### config.mk
export PLATFORM = sky130hd
export DESIGN_NAME = gas_sensor_uart_transaction
export DESIGN_NICKNAME = d
export VERILOG_FILES = /design/src/design/gsut_pkg.sv /design/src/design/gsut_proc.sv /design/src/design/gsut_tx.sv /design/src/design/gas_sensor_uart_transaction.sv
export SDC_FILE = /design/constraint.sdc
export NUM_CORES = 1
export LEC_CHECK = 0
export ABC_AREA = 1
export BUFFER_PORTS_ARGS = -buffer_cell sky130_fd_sc_hd__buf_4
export CORE_UTILIZATION = 40
export CTS_CLUSTER_DIAMETER = 150
export DETAILED_ROUTE_END_ITERATION = 10
export GPL_TIMING_DRIVEN = 0
export PLACE_DENSITY = 0.7
export SETUP_SLACK_MARGIN = 0.05
export SLEW_MARGIN = 0
export SYNTH_ARGS = -nofsm -noshare
export SYNTH_HDL_FRONTEND = slang
export SYNTH_SLANG_ARGS = --single-unit
### constraint.sdc
create_clock -name clk -period 5 [get_ports clk]
set_input_delay 0.25 -clock clk [delete_from_list [all_inputs] [get_ports clk]]
set_output_delay 0.25 -clock clk [all_outputs]
set_load 0.01 [all_outputs]
### src/design/gsut_pkg.sv
// ----------------------------------------------------------------------------
// gsut_pkg
// Shared types and constants for the gas sensor UART command/reply block.
// ----------------------------------------------------------------------------
package gsut_pkg;

	localparam int FRAME_BYTES = 9;
	localparam int IDX_W = $clog2(FRAME_BYTES);
	localparam logic [IDX_W-1:0] LAST_IDX = IDX_W'(FRAME_BYTES - 1);
	localparam int RX_CNT_W = 4;

	localparam logic [7:0] SYNC_BYTE = 8'hFF;
	localparam logic [7:0] ADDR_BYTE = 8'h01;
	localparam logic [15:0] DEFAULT_TIMEOUT = 16'd30000;

	typedef enum logic [1:0] {
		REQ_TICK = 2'd0,
		REQ_RX = 2'd1,
		REQ_CMD = 2'd2
	} req_kind_t;

	typedef enum logic [1:0] {
		KIND_TX = 2'd0,
		KIND_OK = 2'd1,
		KIND_BAD = 2'd2,
		KIND_TIMEOUT = 2'd3
	} out_kind_t;

	typedef struct packed {
		req_kind_t req_type;
		logic [7:0] command_code;
		logic [7:0] arg_byte;
		logic [31:0] arg_word;
		logic want_reply;
		logic [7:0] rx_data;
	} req_t;

	typedef struct packed {
		out_kind_t out_kind;
		logic [7:0] tx_data;
		logic [15:0] ppm;
		logic last;
	} res_t;

	typedef struct packed {
		logic valid;
		logic frame;
		out_kind_t kind;
		logic [15:0] ppm;
		logic [FRAME_BYTES-1:0][7:0] bytes;
	} load_t;

endpackage

### src/design/gsut_proc.sv
// ----------------------------------------------------------------------------
// gsut_proc
// Input register and exchange state: builds command frames, collects reply
// bytes, checks the checksum and counts millisecond ticks toward a timeout.
// ----------------------------------------------------------------------------
module gsut_proc (
	input  logic clk,
	input  logic arst_n,
	input  logic cfg_wr_en,
	input  logic [15:0] cfg_wr_data,
	input  logic in_valid,
	output logic in_ready,
	input  gsut_pkg::req_t in_word,
	input  logic can_load,
	output gsut_pkg::load_t load
);

	logic valid_s1;
	gsut_pkg::req_t word_s1;
	logic advance;

	logic [15:0] timeout_q;
	logic awaiting_q, awaiting_d;
	logic [gsut_pkg::RX_CNT_W-1:0] rx_count_q, rx_count_d;
	logic [7:0] rx_sum_q, rx_sum_d;
	logic [7:0] level_high_q, level_high_d;
	logic [7:0] level_low_q, level_low_d;
	logic [15:0] elapsed_q, elapsed_d;

	logic [gsut_pkg::FRAME_BYTES-1:0][7:0] frame;
	logic [7:0] sum;
	logic [7:0] expect_sum;

	assign advance = valid_s1 && can_load;
	assign in_ready = !valid_s1 || can_load;
	assign expect_sum = 8'(8'd0 - rx_sum_q);

	always_ff @(posedge clk or negedge arst_n) begin
		if (!arst_n) begin
			valid_s1 <= 1'b0;
		end else if (in_ready) begin
			valid_s1 <= in_valid;
		end
	end

	always_ff @(posedge clk) begin
		if (in_valid && in_ready) begin
			word_s1 <= in_word;
		end
	end

	// command frame
	always_comb begin
		frame[0] = gsut_pkg::SYNC_BYTE;
		frame[1] = gsut_pkg::ADDR_BYTE;
		frame[2] = word_s1.command_code;
		frame[3] = word_s1.arg_byte;
		frame[4] = word_s1.arg_word[31:24];
		frame[5] = word_s1.arg_word[23:16];
		frame[6] = word_s1.arg_word[15:8];
		frame[7] = word_s1.arg_word[7:0];
		sum = 8'd0;
		for (int i = 1; i < gsut_pkg::FRAME_BYTES - 1; i++) begin
			sum = 8'(sum + frame[i]);
		end
		frame[gsut_pkg::FRAME_BYTES-1] = 8'(8'd0 - sum);
	end

	always_comb begin
		awaiting_d = awaiting_q;
		rx_count_d = rx_count_q;
		rx_sum_d = rx_sum_q;
		level_high_d = level_high_q;
		level_low_d = level_low_q;
		elapsed_d = elapsed_q;
		load.valid = 1'b0;
		load.frame = 1'b0;
		load.kind = gsut_pkg::KIND_TX;
		load.ppm = 16'd0;
		load.bytes = frame;
		if (advance) begin
			unique case (word_s1.req_type)
				gsut_pkg::REQ_CMD: begin
					load.valid = 1'b1;
					load.frame = 1'b1;
					awaiting_d = word_s1.want_reply;
					rx_count_d = '0;
					rx_sum_d = 8'd0;
					elapsed_d = 16'd0;
				end
				gsut_pkg::REQ_RX: begin
					if (awaiting_q) begin
						if (rx_count_q >= gsut_pkg::RX_CNT_W'(1) &&
								rx_count_q <= gsut_pkg::RX_CNT_W'(gsut_pkg::FRAME_BYTES - 2)) begin
							rx_sum_d = 8'(rx_sum_q + word_s1.rx_data);
						end
						if (rx_count_q == gsut_pkg::RX_CNT_W'(2)) begin
							level_high_d = word_s1.rx_data;
						end
						if (rx_count_q == gsut_pkg::RX_CNT_W'(3)) begin
							level_low_d = word_s1.rx_data;
						end
						if (rx_count_q >= gsut_pkg::RX_CNT_W'(gsut_pkg::FRAME_BYTES - 1)) begin
							awaiting_d = 1'b0;
							rx_count_d = '0;
							load.valid = 1'b1;
							if (word_s1.rx_data == expect_sum) begin
								load.kind = gsut_pkg::KIND_OK;
								load.ppm = {level_high_q, level_low_q};
							end else begin
								load.kind = gsut_pkg::KIND_BAD;
							end
						end else begin
							rx_count_d = gsut_pkg::RX_CNT_W'(rx_count_q + 1'b1);
						end
					end
				end
				gsut_pkg::REQ_TICK: begin
					if (awaiting_q) begin
						if (elapsed_q != 16'hFFFF) begin
							elapsed_d = 16'(elapsed_q + 1'b1);
						end
						if (elapsed_d >= timeout_q) begin
							awaiting_d = 1'b0;
							rx_count_d = '0;
							load.valid = 1'b1;
							load.kind = gsut_pkg::KIND_TIMEOUT;
						end
					end
				end
				default: begin
				end
			endcase
		end
	end

	always_ff @(posedge clk or negedge arst_n) begin
		if (!arst_n) begin
			timeout_q <= gsut_pkg::DEFAULT_TIMEOUT;
			awaiting_q <= 1'b0;
			rx_count_q <= '0;
			rx_sum_q <= 8'd0;
			level_high_q <= 8'd0;
			level_low_q <= 8'd0;
			elapsed_q <= 16'd0;
		end else begin
			if (cfg_wr_en) begin
				timeout_q <= cfg_wr_data;
			end
			awaiting_q <= awaiting_d;
			rx_count_q <= rx_count_d;
			rx_sum_q <= rx_sum_d;
			level_high_q <= level_high_d;
			level_low_q <= level_low_d;
			elapsed_q <= elapsed_d;
		end
	end

endmodule

### src/design/gsut_tx.sv
// ----------------------------------------------------------------------------
// gsut_tx
// Result register: holds one reply result or a command frame and hands the
// frame out one byte per output word.
// ----------------------------------------------------------------------------
module gsut_tx (
	input  logic clk,
	input  logic arst_n,
	input  gsut_pkg::load_t load,
	output logic can_load,
	output logic out_final,
	output logic out_valid,
	input  logic out_ready,
	output gsut_pkg::res_t out_word
);

	logic valid_q;
	logic frame_q;
	logic [gsut_pkg::IDX_W-1:0] idx_q;
	logic [gsut_pkg::FRAME_BYTES-1:0][7:0] bytes_q;
	gsut_pkg::out_kind_t kind_q;
	logic [15:0] ppm_q;

	assign out_valid = valid_q;
	assign out_final = !frame_q || idx_q == gsut_pkg::LAST_IDX;
	assign can_load = !valid_q || (out_ready && out_final);

	always_comb begin
		if (frame_q) begin
			out_word.out_kind = gsut_pkg::KIND_TX;
			out_word.tx_data = bytes_q[idx_q];
			out_word.ppm = 16'd0;
			out_word.last = idx_q == gsut_pkg::LAST_IDX;
		end else begin
			out_word.out_kind = kind_q;
			out_word.tx_data = 8'd0;
			out_word.ppm = ppm_q;
			out_word.last = 1'b0;
		end
	end

	always_ff @(posedge clk or negedge arst_n) begin
		if (!arst_n) begin
			valid_q <= 1'b0;
			frame_q <= 1'b0;
			idx_q <= '0;
		end else if (load.valid) begin
			valid_q <= 1'b1;
			frame_q <= load.frame;
			idx_q <= '0;
		end else if (valid_q && out_ready) begin
			if (out_final) begin
				valid_q <= 1'b0;
			end else begin
				idx_q <= gsut_pkg::IDX_W'(idx_q + 1'b1);
			end
		end
	end

	always_ff @(posedge clk) begin
		if (load.valid) begin
			bytes_q <= load.bytes;
			kind_q <= load.kind;
			ppm_q <= load.ppm;
		end
	end

endmodule

### src/design/gas_sensor_uart_transaction.sv
// ----------------------------------------------------------------------------
// gas_sensor_uart_transaction
// Nine-byte command/reply exchange with a gas sensor over a UART byte stream.
//
//   channel  direction  handshake              word
//   in       input      in_valid / in_ready    gsut_pkg::req_t
//   out      output     out_valid / out_ready  gsut_pkg::res_t
//   cfg      input      cfg_wr_en              timeout_ms (16 bits)
//
// A tick or received byte passes the input register and then the state logic;
// one word per cycle while the result register is empty or is
// handing out its final word, whether or not the word gives a result.
// A command gives nine output words from the result register, one per cycle
// while out_ready is high, so it holds the output until its last byte is taken;
// the next word waits in the input register meanwhile. Reset clears the exchange state and loads timeout 30000.
// Out stalls hold the result register and then the input register.
// ----------------------------------------------------------------------------
module gas_sensor_uart_transaction (
	input  logic clk,
	input  logic arst_n,
	input  logic cfg_wr_en,
	input  logic [15:0] cfg_wr_data,
	input  logic in_valid,
	output logic in_ready,
	input  gsut_pkg::req_t in_word,
	output logic out_valid,
	input  logic out_ready,
	output gsut_pkg::res_t out_word
);

	gsut_pkg::load_t load;
	logic can_load;
	logic out_final;

	gsut_proc u_proc (
		.clk(clk),
		.arst_n(arst_n),
		.cfg_wr_en(cfg_wr_en),
		.cfg_wr_data(cfg_wr_data),
		.in_valid(in_valid),
		.in_ready(in_ready),
		.in_word(in_word),
		.can_load(can_load),
		.load(load)
	);

	gsut_tx u_tx (
		.clk(clk),
		.arst_n(arst_n),
		.load(load),
		.can_load(can_load),
		.out_final(out_final),
		.out_valid(out_valid),
		.out_ready(out_ready),
		.out_word(out_word)
	);

	// a result is only loaded when the result register is free
	a_load_free: assert property (@(posedge clk) disable iff (!arst_n)
		load.valid |-> can_load)
		else $error("result loaded over pending word");

	// a loaded frame shows its start byte next cycle
	a_frame_start: assert property (@(posedge clk) disable iff (!arst_n)
		load.valid && load.frame |=> out_valid &&
			out_word.out_kind == gsut_pkg::KIND_TX &&
			out_word.tx_data == gsut_pkg::SYNC_BYTE)
		else $error("frame start missing");

	// a frame is not cut short
	a_frame_cont: assert property (@(posedge clk) disable iff (!arst_n)
		out_valid && out_ready && !out_final |=> out_valid &&
			out_word.out_kind == gsut_pkg::KIND_TX)
		else $error("frame cut short");

	// last only marks transmit bytes
	a_last_tx: assert property (@(posedge clk) disable iff (!arst_n)
		out_valid && out_word.last |-> out_word.out_kind == gsut_pkg::KIND_TX)
		else $error("last on non-transmit word");

endmodule

Word level (Yosys, flattened, before mapping). Index checks and enable logic that the tools add are counted.

Logic and storage cells: 124. Flip-flop bits (word level): 201.

Multiplexer cells: 43. $lt $le $gt $ge: 5. Eq/ne operators: 12. Reduce and logical (&&, ||, !) cells: 26. Add/subtract/negate cells: 12.

Operators by type and width (count): $mux 16 (7); $add 8x8->8 (6); $mux 18 (2); $bmux 8 s4 (1); $pmux 16 s2 (1); $mux 4 (7); $mux 27 (1); $mux 8 (3); $mux 20 (1); $add 16x1->16 const B (1); $ge 16x16->1 (1); $ne 16x16->1 const B (1); $pmux 8 s2 (1); $sub 1x8->8 const A (2); $mux 1 (12); $pmux 4 s3 (1); $reduce_and 4->1 (3); $reduce_and 5->1 (2); $add 1x8->8 const A (1); $add 4x1->4 const B (2); $eq 4x2->1 const B (2); $eq 8x8->1 (1); $ne 2x1->1 const B (4); $reduce_bool 2->1 (4); 18 further kinds (31).

Longest topological paths before layout. Gate-level depths: netlist (run 1).

Word-level depth: 13. Depth in mapped cells: 21. Depth with buffers taken out: 21.

Cells and area by module. A second synthesis (run 1) with hierarchy kept.

Cells, all modules: 1169. Area, all modules: 11507.3 µm².

Modules (own cells, without submodules): gsut_proc (instances 1, sequential area each 3331.9 µm², area each 7468.4 µm², cells each 799); gsut_tx (instances 1, sequential area each 2852.7 µm², area each 4038.9 µm², cells each 370).

Least setup slack after synthesis (run 1). OpenSTA, ideal clock, no wires.

Path kind: register to register. From: register u_proc.elapsed_q[0]. To: register u_tx.bytes_q[16] (netlist bit), enable pin. Clock period less this slack: 4.458 ns. Data arrival time: 4.027 ns. Slack: 0.542 ns. Cell stages (with the launch flop): 21. Cell sequence: dfrtp_1 -> ha_1 -> nand3_1 -> or3_4 -> nor2_4 -> inv_1 -> o21ai_1 -> inv_1 -> ha_1 -> nand2_1 -> nand2_1 -> nand2_1 -> nand2_1 -> nand2_1 -> nand2_1 -> nand2_1 -> nand3_1 -> nand3_1 -> nand2_1 -> nand2_1 -> inv_1.

RTL lines: start, declared (RTL line gsut_proc.sv:28) `logic [15:0] elapsed_q, elapsed_d;`; start signal, assigned (RTL line gsut_proc.sv:155) `elapsed_q <= elapsed_d;`; end signal, assigned (RTL line gsut_tx.sv:62) `bytes_q <= load.bytes;`; end, declared (RTL line gsut_tx.sv:20) `logic [gsut_pkg::FRAME_BYTES-1:0][7:0] bytes_q;`.

==> qor.yml, run 1 <==
setup_path:
  timing.critical_path.from: "u_proc.elapsed_q[0]$_DFFE_PN0P_"
  r2r_start: "u_proc.elapsed_q[0]$_DFFE_PN0P_"
  crit_cells: 21
  critPathLaunchType: "flop"
  reg2reg_to: "u_tx.bytes_q[66]$_DFFE_PP_"
  critical_path_arrival_ns: 4.15
  cpPeakStageDelay_ns: 0.44
  end_kind: "flop"
  cp.required_ns: 5.16
  cp_max_fo: 78
  r2r_slack_ns: 1.01
  cpMostUsedCell: "nand2_1"
  cp_num_buf_inv: 4
  cp_top_family: "simple AND/OR/NAND/NOR gates"
  endpoint: "u_tx.bytes_q[66]$_DFFE_PP_"
  worstRegToRegCells: 21
  worstSetupPathType: "reg -> reg"
  worstPathCellList: "ha_1 > nand3_1 > or3_4 > nor2_4 > inv_1 > o21ai_1 > inv_1 > ha_1 > nand2_1 > nand2_1 > nand2_1 > nand2_1 > nand2_1 > nand2_1 > nand2_1 > nand3_1 > nand3_1 > nand2_1 > nand2_1 > inv_4 > buf_16"
  slowest_stage: "dfrtp_1"
worst_hold_path:
  min_path_type: "in -> reg"
sta:
  slew_violations: 0
  hold_viol_final: 0
  fin_crit_sh_pct: 79.9
  finalSetupViolCount: 0
  min_period_ns: 3.99
  rsz0062_at_grt: "false"
  slew_headroom_pct: 34.7
  clock.fmax_mhz: 250
  setup_tns_ns: 0
  tightestPinTransition_ns: 0.980
  hold_ws_ns: 0.0345
  finClkSkew_ns: 0.0116
clocking:
  cts_setup_buffers: 0
  cts.sinks: 201
  cts.clk_slew.worst_paths_ns: 0.06
  tritoncts: "built"
  cts_made_buffers: 23
  ctsResizeCount: 0
  clock_path_buffers: 3
  ctsHtreeMaxLevel: 1
  cts_root_buffer: "clkbuf_16"
  clkLatencyLatePin_ns: 0.50
  hold_buffers: 76
detailed_routing:
  drt_pass1_iterations: 7
  first_iter_violations: 551
  routed_wl_mm: 22.6
  vias_per_cell: 4.79
  routedWlPerCell_um: 15.0
  ant_nets: 0
  drc: 0
  route.vias.total: 7220
global_route:
  grt_usage_pct: 17.7
  grt_pass1_vias: 7381
  grt_pass1_wl_mm: 36.2
  grt_antenna_before_repair: 1
  grt.overflow.total: 0
  grt_max_degree: 79
final_layout:
  seq_area_mm2: 0.00570
  fillCellCount: 2128
  drive_above_1_share_pct: 15.8
  multi_input_area_mm2: 0.00369
  area_growth_pct: 27.4
  nets: 1316
synth:
  synth_top_area_cell: "edfxtp_1"
  yosysWarningCount: 0
  netlist_instances: 955
  synthArstFlopShare_pct: 33.8
  yosys.cell_types.count: 42
  synth_common_cells: "inv_1, nand2_1, edfxtp_1"
  syn_area_mm2: 0.0102
  ys_seq_area_share_pct: 56.2
  synthTopCellsByArea: "edfxtp_1, dfrtp_1, inv_1, nand2_1, fa_1"
  synth_top_area_share_pct: 39.3
  synth-edff-count: 133
  mappedNetlistNets: 1105
  synth_ff_type: "edfxtp_1"
  synth.most_common_cell: "inv_1"
  ys_ff_latch: 201
  postSynthAreaPerCell_um2: 10.6
floorplanning:
  row_count: 57
  coreArea_mm2: 0.0246
  die_h_um: 161
  die-area_mm2: 0.0260
  die_w_um: 161
  ios: 109
  start_util_pct: 41.3
placement:
  io_buffers: 108
  place.gp.congestion: 0.830
  hpwl_mm: 15.5
power:
  p_per_area_mw_per_mm2: 488
  p_leak_nw: 5.74
  peakVddDrop_mv: 0.330
status:
  status: "completed"
flow_run:
  maxCapViolCount: 0
-- per-layer routing --
metal	part of all wire [%]	track usage, %	vias up
met4	2.6	4.93	0
met2	49	30.9	232
li1	-	-	3546
met1	42	22.5	3391
met5	0	0	-
met3	6.6	2.93	51
-- flip-flops by register name (all words and copies together), names as in the netlist, 2 cells and up --
name                 count
u_tx.bytes_q            56
u_proc.load             48
u_proc.elapsed_q        16
u_proc.timeout_q        16
u_tx.ppm_q              16
u_proc.word_s1          11
u_proc.level_high_q      8
u_proc.level_low_q       8
u_proc.rx_sum_q          8
u_proc.rx_count_q        4
u_tx.idx_q               4
u_tx.kind_q              2
-- power by group --
part	switching [mW]	total [mW]	leakage [nW]	internal, mW
combinational	1.33	2.25	3.21	0.921
sequential	0.151	2.36	2.15	2.21
clock	0.649	1.71	0.371	1.06
total	2.13	6.32	5.74	4.19
-- area by class of cell --
class | count | area share [%]
diodes | 1 | 0.0193
plain buffers | 16 | 0.686
clock buffers | 29 | 4.70
clock inverters | 11 | 1.16
inverters | 180 | 5.24
multi-input cells | 558 | 28.5
flip-flops and latches | 201 | 44.1
well taps | 324 | 3.13
repair buffers | 186 | 12.5
-- cell families after synthesis --
kind of cell / Yosys count / share of synthesized area (%)
simple gates: 310 / 14.5
compound gates: 129 / 6.98
flops: 201 / 56.2
mux: 1 / 0.111
fa+ha+maj: 70 / 10.6
buf+inv: 196 / 7.53
xor+xnor: 48 / 4.14
-- through the flow --
stage / util, % / worst slack (ns) / cell area, um^2 / instances / power, mW
2_1_floorplan: - / 0.542 / 10200 / 955 / 3.93
3_3_place_gp: 46.2 / -0.589 / 11400 / 1387 / 4.51
3_5_place_dp: 46.4 / 1.05 / 11400 / 1389 / 4.59
4_1_cts: 52.6 / 1.04 / 12900 / 1505 / 6.36
5_1_grt: 52.6 / 0.671 / 12900 / 1506 / 6.71
6_report: 52.6 / 1.01 / 12900 / 1506 / 6.32
-- layout by cell type, fill, tap and decap left out, types with 37 or more instances in the layout --
master         count
nor2_1            76
ha_1              43
dfrtp_1           61
nand2_1          152
edfxtp_1         133
dlygate4sd3_1     76
inv_1            172
o21ai_0           45
buf_4            108
nand3_1           37
-- worst min path at each step --
stage              start                         endpoint  slack, ns  depth (start not counted)
3_5_place_dp      arst_n  u_proc.timeout_q[0]$_DFFE_PN0P_       0.43                          1
3_3_place_gp      arst_n  u_proc.timeout_q[0]$_DFFE_PN0P_       0.43                          1
2_1_floorplan     arst_n    u_proc.awaiting_q$_DFFE_PN0P_      -0.05                          0
5_1_grt        cfg_wr_en  u_proc.timeout_q[0]$_DFFE_PN0P_       0.03                          2
4_1_cts        cfg_wr_en  u_proc.timeout_q[0]$_DFFE_PN0P_       0.01                          2
6_report       cfg_wr_en  u_proc.timeout_q[0]$_DFFE_PN0P_       0.03                          2
-- worst register-to-register path, stage by stage, from the launching register on --
cell,delay [ns]
dfrtp_1,0.44
ha_1,0.30
nand3_1,0.18
or3_4,0.39
nor2_4,0.24
inv_1,0.21
o21ai_1,0.20
inv_1,0.09
ha_1,0.30
nand2_1,0.06
nand2_1,0.05
nand2_1,0.04
nand2_1,0.05
nand2_1,0.04
nand2_1,0.05
nand2_1,0.07
nand3_1,0.12
nand3_1,0.10
nand2_1,0.09
nand2_1,0.14
inv_4,0.11
buf_16,0.32
Note: power is estimated with default switching activity, not from simulation.
==> inputs of run 2 (changes only) <==
==> constraint.sdc (replaced) <==
create_clock -name clk -period 3.9 [get_ports clk]
set_input_delay 0.195 -clock clk [delete_from_list [all_inputs] [get_ports clk]]
set_output_delay 0.195 -clock clk [all_outputs]
set_load 0.01 [all_outputs]
==> run 2 against run 1 <==
Compared with the run above:
- setup slack got worse by 0.70 ns
- die area unchanged
- flip-flop and latch count unchanged
- via count increased by 0.60%
- first-iteration DRC count increased by 2.7%
- critical endpoint is now u_tx.bytes_q[70]$_DFFE_PP_
- largest cell class unchanged
==> qor.yml, run 2 (same netlist as run 1, synthesis figures left out) <==
status:
  status: "completed"
floorplanning:
  row_count: 57
  coreArea_mm2: 0.0246
  die_w_um: 161
  start_util_pct: 41.3
  die_h_um: 161
  die-area_mm2: 0.0260
  ios: 109
final_layout:
  drive_above_1_share_pct: 17.1
  largest_reg_flops: 56
  nets: 1323
  fin_area_mm2: 0.0130
  registers.top_by_ff_count: "u_tx.bytes_q"
  final_common_cell: "inv_1"
  area_growth_pct: 28.4
  seq_area_mm2: 0.00571
  antennaDiodeCount: 0
  fillCellCount: 2123
  final_cells: 1513
  multi_input_area_mm2: 0.00372
  final_util_pct: 53.0
  final_cell_mix: "inv_1, nand2_1, edfxtp_1"
sta:
  slew_violations: 0
  slew_headroom_pct: 38.2
  clock.fmax_mhz: 279
  hold_viol_final: 0
  finalSetupViolCount: 0
  setup_slack_ns: 0.311
  rsz0062_at_grt: "false"
  min_period_ns: 3.59
  fin_crit_sh_pct: 92.0
  finClkSkew_ns: 0.00897
  tightestPinTransition_ns: 0.926
  hold_ws_ns: 0.198
clocking:
  cts_root_buffer: "clkbuf_16"
  tritoncts: "built"
  cts.clk_slew.worst_paths_ns: 0.06
  cts_made_buffers: 24
  ctsHtreeMaxLevel: 1
  clock_path_buffers: 3
  clkLatencyLatePin_ns: 0.52
  cts.sinks: 201
power:
  p_per_area_mw_per_mm2: 618
  p_leak_nw: 5.77
  peakVddDrop_mv: 0.415
global_route:
  grt_antenna_before_repair: 0
  grt_pass1_wl_mm: 36.8
  grt_usage_pct: 18.1
  grt.overflow.total: 0
  grt_pass1_vias: 7350
  grt_max_degree: 69
detailed_routing:
  routed_wl_mm: 23.0
  first_iter_violations: 566
  route.vias.total: 7263
  ant_nets: 0
  drt_pass1_iterations: 7
  vias_per_cell: 4.80
  routedWlPerCell_um: 15.2
  drc: 0
placement:
  postPlaceCellArea_mm2: 0.0115
  io_buffers: 108
  place.gp.congestion: 0.845
  hpwl_mm: 15.6
  place_inst: 1390
  pre_cts_ws_ns: 0.0128
setup_path:
  critPathLaunchType: "flop"
  critical_path_arrival_ns: 3.86
  cpPeakStageDelay_ns: 0.55
  cp_max_fo: 2
  cp.required_ns: 4.17
  cpMostUsedCell: "fa_1"
  worstPathCellList: "inv_1 > fa_1 > fa_1 > fa_1 > fa_1 > a21o_1 > a21oi_1 > nor2_1 > o21ai_0 > nand2_1 > xor2_1"
  slowest_stage: "fa_1"
  worstSetupPathType: "reg -> reg"
  end_kind: "flop"
flow_run:
  maxCapViolCount: 0
worst_hold_path:
  min_path_type: "in -> reg"
-- run 2: changes by cell type in the layout (fill, tap and decap cells not counted), sizes merged --
cell,change
diode,-1
clkbuf,-1
inv,-1
bufinv,-2
dlygate4sd3,+3
clkinv,+5
buf,+3
clkinvlp,+1
-- run 2: final timing paths --
kind	start	endpoint	slack (ns)	cells after the start
worst max register to register	u_proc.load[25]$_DFFE_PP_	u_tx.bytes_q[70]$_DFFE_PP_	0.31	11
worst min register to register	u_proc.load[27]$_DFFE_PP_	u_tx.bytes_q[27]$_DFFE_PP_	0.44	0
worst max-delay path	u_proc.load[25]$_DFFE_PP_	u_tx.bytes_q[70]$_DFFE_PP_	0.31	11
min in group asynchronous	arst_n	u_proc.timeout_q[3]$_DFFE_PN0P_	0.35	2
worst min-delay path	cfg_wr_en	u_proc.timeout_q[12]$_DFFE_PN1P_	0.20	4
max in group asynchronous	arst_n	u_proc.elapsed_q[1]$_DFFE_PN0P_	2.89	2
-- run 2: metal layers --
layer | track usage (%) | share of wire, %
met5 | 0 | 0
met3 | 2.67 | 5.5
met4 | 6.30 | 3.1
met2 | 30.4 | 48
met1 | 23.8 | 43
-- run 2: repair_timing --
| item | in CTS | in global routing |
|---|---|---|
| hold buffers | 79 | 0 |
| endpoints found under the hold margin | 138 | 0 |
| setup buffers | 1 | 1 |
| resized for setup | 0 | 2 |
| pin swaps | 0 | 1 |
| setup endpoints to repair | 28 | 28 |
-- run 2: layout make-up --
class,count,area share [%]
buffer,16,0.681
clock buffer,28,4.96
clock inverter,14,0.863
inverter,180,5.21
multi-input combinational,558,28.6
sequential,201,43.8
tap,324,3.11
timing repair buffer,192,12.9
-- run 2: power by group --
group	total [mW]	switching, mW	internal, mW
combinational	2.88	1.68	1.20
clock	2.15	0.848	1.30
sequential	3.04	0.206	2.83
total	8.07	2.73	5.33
-- run 2: through the flow --
stage               TNS [ns]  power, mW
finish                     0       8.07
global route               0       8.61
CTS                        0       8.15
detailed placement         0       5.89
global placement      -92.48       5.80
floorplan                  0       5.05
-- run 2: critical path, delay by kind of cell (launching register included) --
kind | cells | cell delay [ns]
simple gates | 2 | 0.14
fa+ha+maj | 4 | 1.99
buf+inv | 1 | 0.11
xor+xnor | 1 | 0.14
flops | 1 | 0.41
compound gates | 3 | 0.56
==> inputs of run 3 (changes only) <==
--- a/config.mk
+++ b/config.mk
@@ -6,12 +6,12 @@
 export NUM_CORES = 1
 export LEC_CHECK = 0
 export ABC_AREA = 1
-export BUFFER_PORTS_ARGS = -buffer_cell sky130_fd_sc_hd__buf_4
 export CORE_UTILIZATION = 40
 export CTS_CLUSTER_DIAMETER = 150
 export DETAILED_ROUTE_END_ITERATION = 10
+export DONT_BUFFER_PORTS = 1
 export GPL_TIMING_DRIVEN = 0
-export PLACE_DENSITY = 0.7
+export PLACE_DENSITY = 0.66
 export SETUP_SLACK_MARGIN = 0.05
 export SLEW_MARGIN = 0
 export SYNTH_ARGS = -nofsm -noshare
==> run 3 against run 2 <==
Compared with the run above:
- via count decreased by 5.3%
- clock skew rose by 0.017 ns
- worst hold slack worse by 0.16 ns
- setup slack improved by 0.010 ns
- final cell count down 6.7%
- global-route usage down 0.43 points
- utilization decreased by 3.3 points
- wire length is 2.0% lower
- die area unchanged
- flip-flop and latch count is the same
- register-to-register slack is essentially flat
==> qor.yml, run 3 (same netlist as run 1, synthesis figures left out) <==
final_layout:
  fin_area_mm2: 0.0122
  nets: 1219
  registers.top_by_ff_count: "u_tx.bytes_q"
  area_growth_pct: 20.4
  final_cell_mix: "inv_1, nand2_1, edfxtp_1"
  final_common_cell: "inv_1"
  drive_above_1_share_pct: 8.84
  largest_reg_flops: 56
power:
  finalPower_mw: 7.81
  clock_power_share_pct: 26.4
  peakVddDrop_mv: 0.380
  swShare_pct: 34.9
  p_leak_nw: 5.24
  pwr-share-seq_pct: 39.0
  switching_power_mw: 2.73
  intPower_mw: 5.08
  power_frac_comb_pct: 34.6
  p_per_area_mw_per_mm2: 639
floorplanning:
  row_count: 57
  start_util_pct: 41.3
  die_w_um: 161
  die-area_mm2: 0.0260
  ios: 109
  coreArea_mm2: 0.0246
  die_h_um: 161
sta:
  finalSetupViolCount: 0
  finClkSkew_ns: 0.0258
  fin_crit_sh_pct: 91.8
  slew_violations: 0
  hold_viol_final: 0
  rsz0062_at_grt: "false"
  slew_headroom_pct: 39.8
  clock.fmax_mhz: 279
  min_period_ns: 3.58
  tightestPinTransition_ns: 0.903
placement:
  io_buffers: 0
  postPlaceCellArea_mm2: 0.0106
  place.gp.congestion: 0.808
  hpwl_mm: 15.3
setup_path:
  critPathLaunchType: "flop"
  cp.required_ns: 4.15
  cp_max_fo: 2
  critical_path_arrival_ns: 3.83
  worstSetupPathType: "reg -> reg"
  end_kind: "flop"
clocking:
  cts.sinks: 201
  cts_root_buffer: "clkbuf_16"
  clkLatencyLatePin_ns: 0.52
  cts.clk_slew.worst_paths_ns: 0.06
  cts_made_buffers: 23
  clock_path_buffers: 3
  ctsHtreeMaxLevel: 1
  tritoncts: "built"
global_route:
  grt_pass1_wl_mm: 36.2
  grt_pass1_vias: 7076
  grt_usage_pct: 17.6
  grt_max_degree: 69
  grt_antenna_before_repair: 3
  grt.overflow.total: 0
detailed_routing:
  first_iter_violations: 431
  vias_per_cell: 4.87
  drc: 0
  route.vias.total: 6878
  ant_nets: 0
  drt_pass1_iterations: 5
  routed_wl_mm: 22.5
  routedWlPerCell_um: 15.9
worst_hold_path:
  min_path_type: "in -> reg"
status:
  status: "completed"
flow_run:
  maxCapViolCount: 0
## run 3: changes by cell type in the layout (fill, tap and decap cells not counted), moves of 2 or more
cell	change
buf_4	-104
clkbuf_1	+4
clkbuf_16	-2
diode_2	+2
clkinv_1	-2
## run 3: area by class of cell
class,instances,area [um^2]
antenna,2,5.00
buffer,16,88.8
clock buffer,29,598
clock inverter,13,114
fill,2194,12400
inverter,180,679
multi-input combinational,558,3720
sequential,201,5710
tap,324,405
timing repair buffer,88,903
timing repair inverter,1,7.51
## run 3: timing repair
item                                    in CTS  in global routing
pin swaps                                    0                  1
cloned                                       1                  0
hold buffers                                80                  0
endpoints found under the hold margin      145                  0
endpoints found under the setup margin      78                 75
setup buffers                                1                  5
gates resized for setup                      1                  0
## run 3: worst max-delay path, cell delays in order, from the launching register on
cell      delay, ns
edfxtp_1       0.42
inv_1          0.10
fa_1           0.44
fa_1           0.54
fa_1           0.55
fa_1           0.45
a21o_1         0.20
a21oi_1        0.21
nor2_1         0.06
o21ai_0        0.15
nand2_1        0.08
xor2_1         0.14
## run 3: power groups by stage
| stage | sequential (mW) | clock (mW) | combinational (mW) |
|---|---|---|---|
| 2_1_floorplan | 3.03 | 0 | 2.02 |
| 3_3_place_gp | 3.10 | 0 | 2.50 |
| 3_5_place_dp | 3.08 | 0 | 2.59 |
| 4_1_cts | 3.04 | 2.11 | 2.71 |
| 5_1_grt | 3.09 | 2.18 | 3.06 |
| 6_report | 3.04 | 2.06 | 2.70 |
## run 3: layer usage
| metal | global-route usage [%] | wire length [um] | part of all wire [%] |
|---|---|---|---|
| met3 | 2.95 | 1300 | 5.8 |
| met4 | 6.09 | 661 | 2.9 |
| met5 | 0 | 13 | 0.058 |
| met2 | 29.2 | 10700 | 48 |
| met1 | 23.5 | 9830 | 44 |
## run 3: metrics by stage
step	utilization (%)	std cells	setup TNS (ns)	hold WS (ns)	setup slack (ns)
3_5_place_dp	43.2	1281	-19.47	-0.0984	-0.360
4_1_cts	49.5	1405	0	0.0286	0.163
6_report	49.7	1412	0	0.0332	0.322
2_1_floorplan	-	955	0	-0.101	0.00487
5_1_grt	49.7	1411	0	0.0534	0.0960
3_3_place_gp	43.1	1279	-103.14	-0.0984	-1.01
## run 3: worst paths after layout
check                                           from                              end  slack, ns  cells past startpoint
max                        u_proc.load[25]$_DFFE_PP_       u_tx.bytes_q[70]$_DFFE_PP_       0.32                     11
min                                        out_ready        u_tx.idx_q[0]$_DFFE_PN0P_       0.03                      3
min reg2reg                u_proc.load[30]$_DFFE_PP_       u_tx.bytes_q[30]$_DFFE_PP_       0.45                      0
max reg2reg                u_proc.load[25]$_DFFE_PP_       u_tx.bytes_q[70]$_DFFE_PP_       0.32                     11
min in group asynchronous                     arst_n  u_proc.elapsed_q[2]$_DFFE_PN0P_       0.25                      2
max in group asynchronous                     arst_n  u_proc.timeout_q[8]$_DFFE_PN1P_       3.34                      2
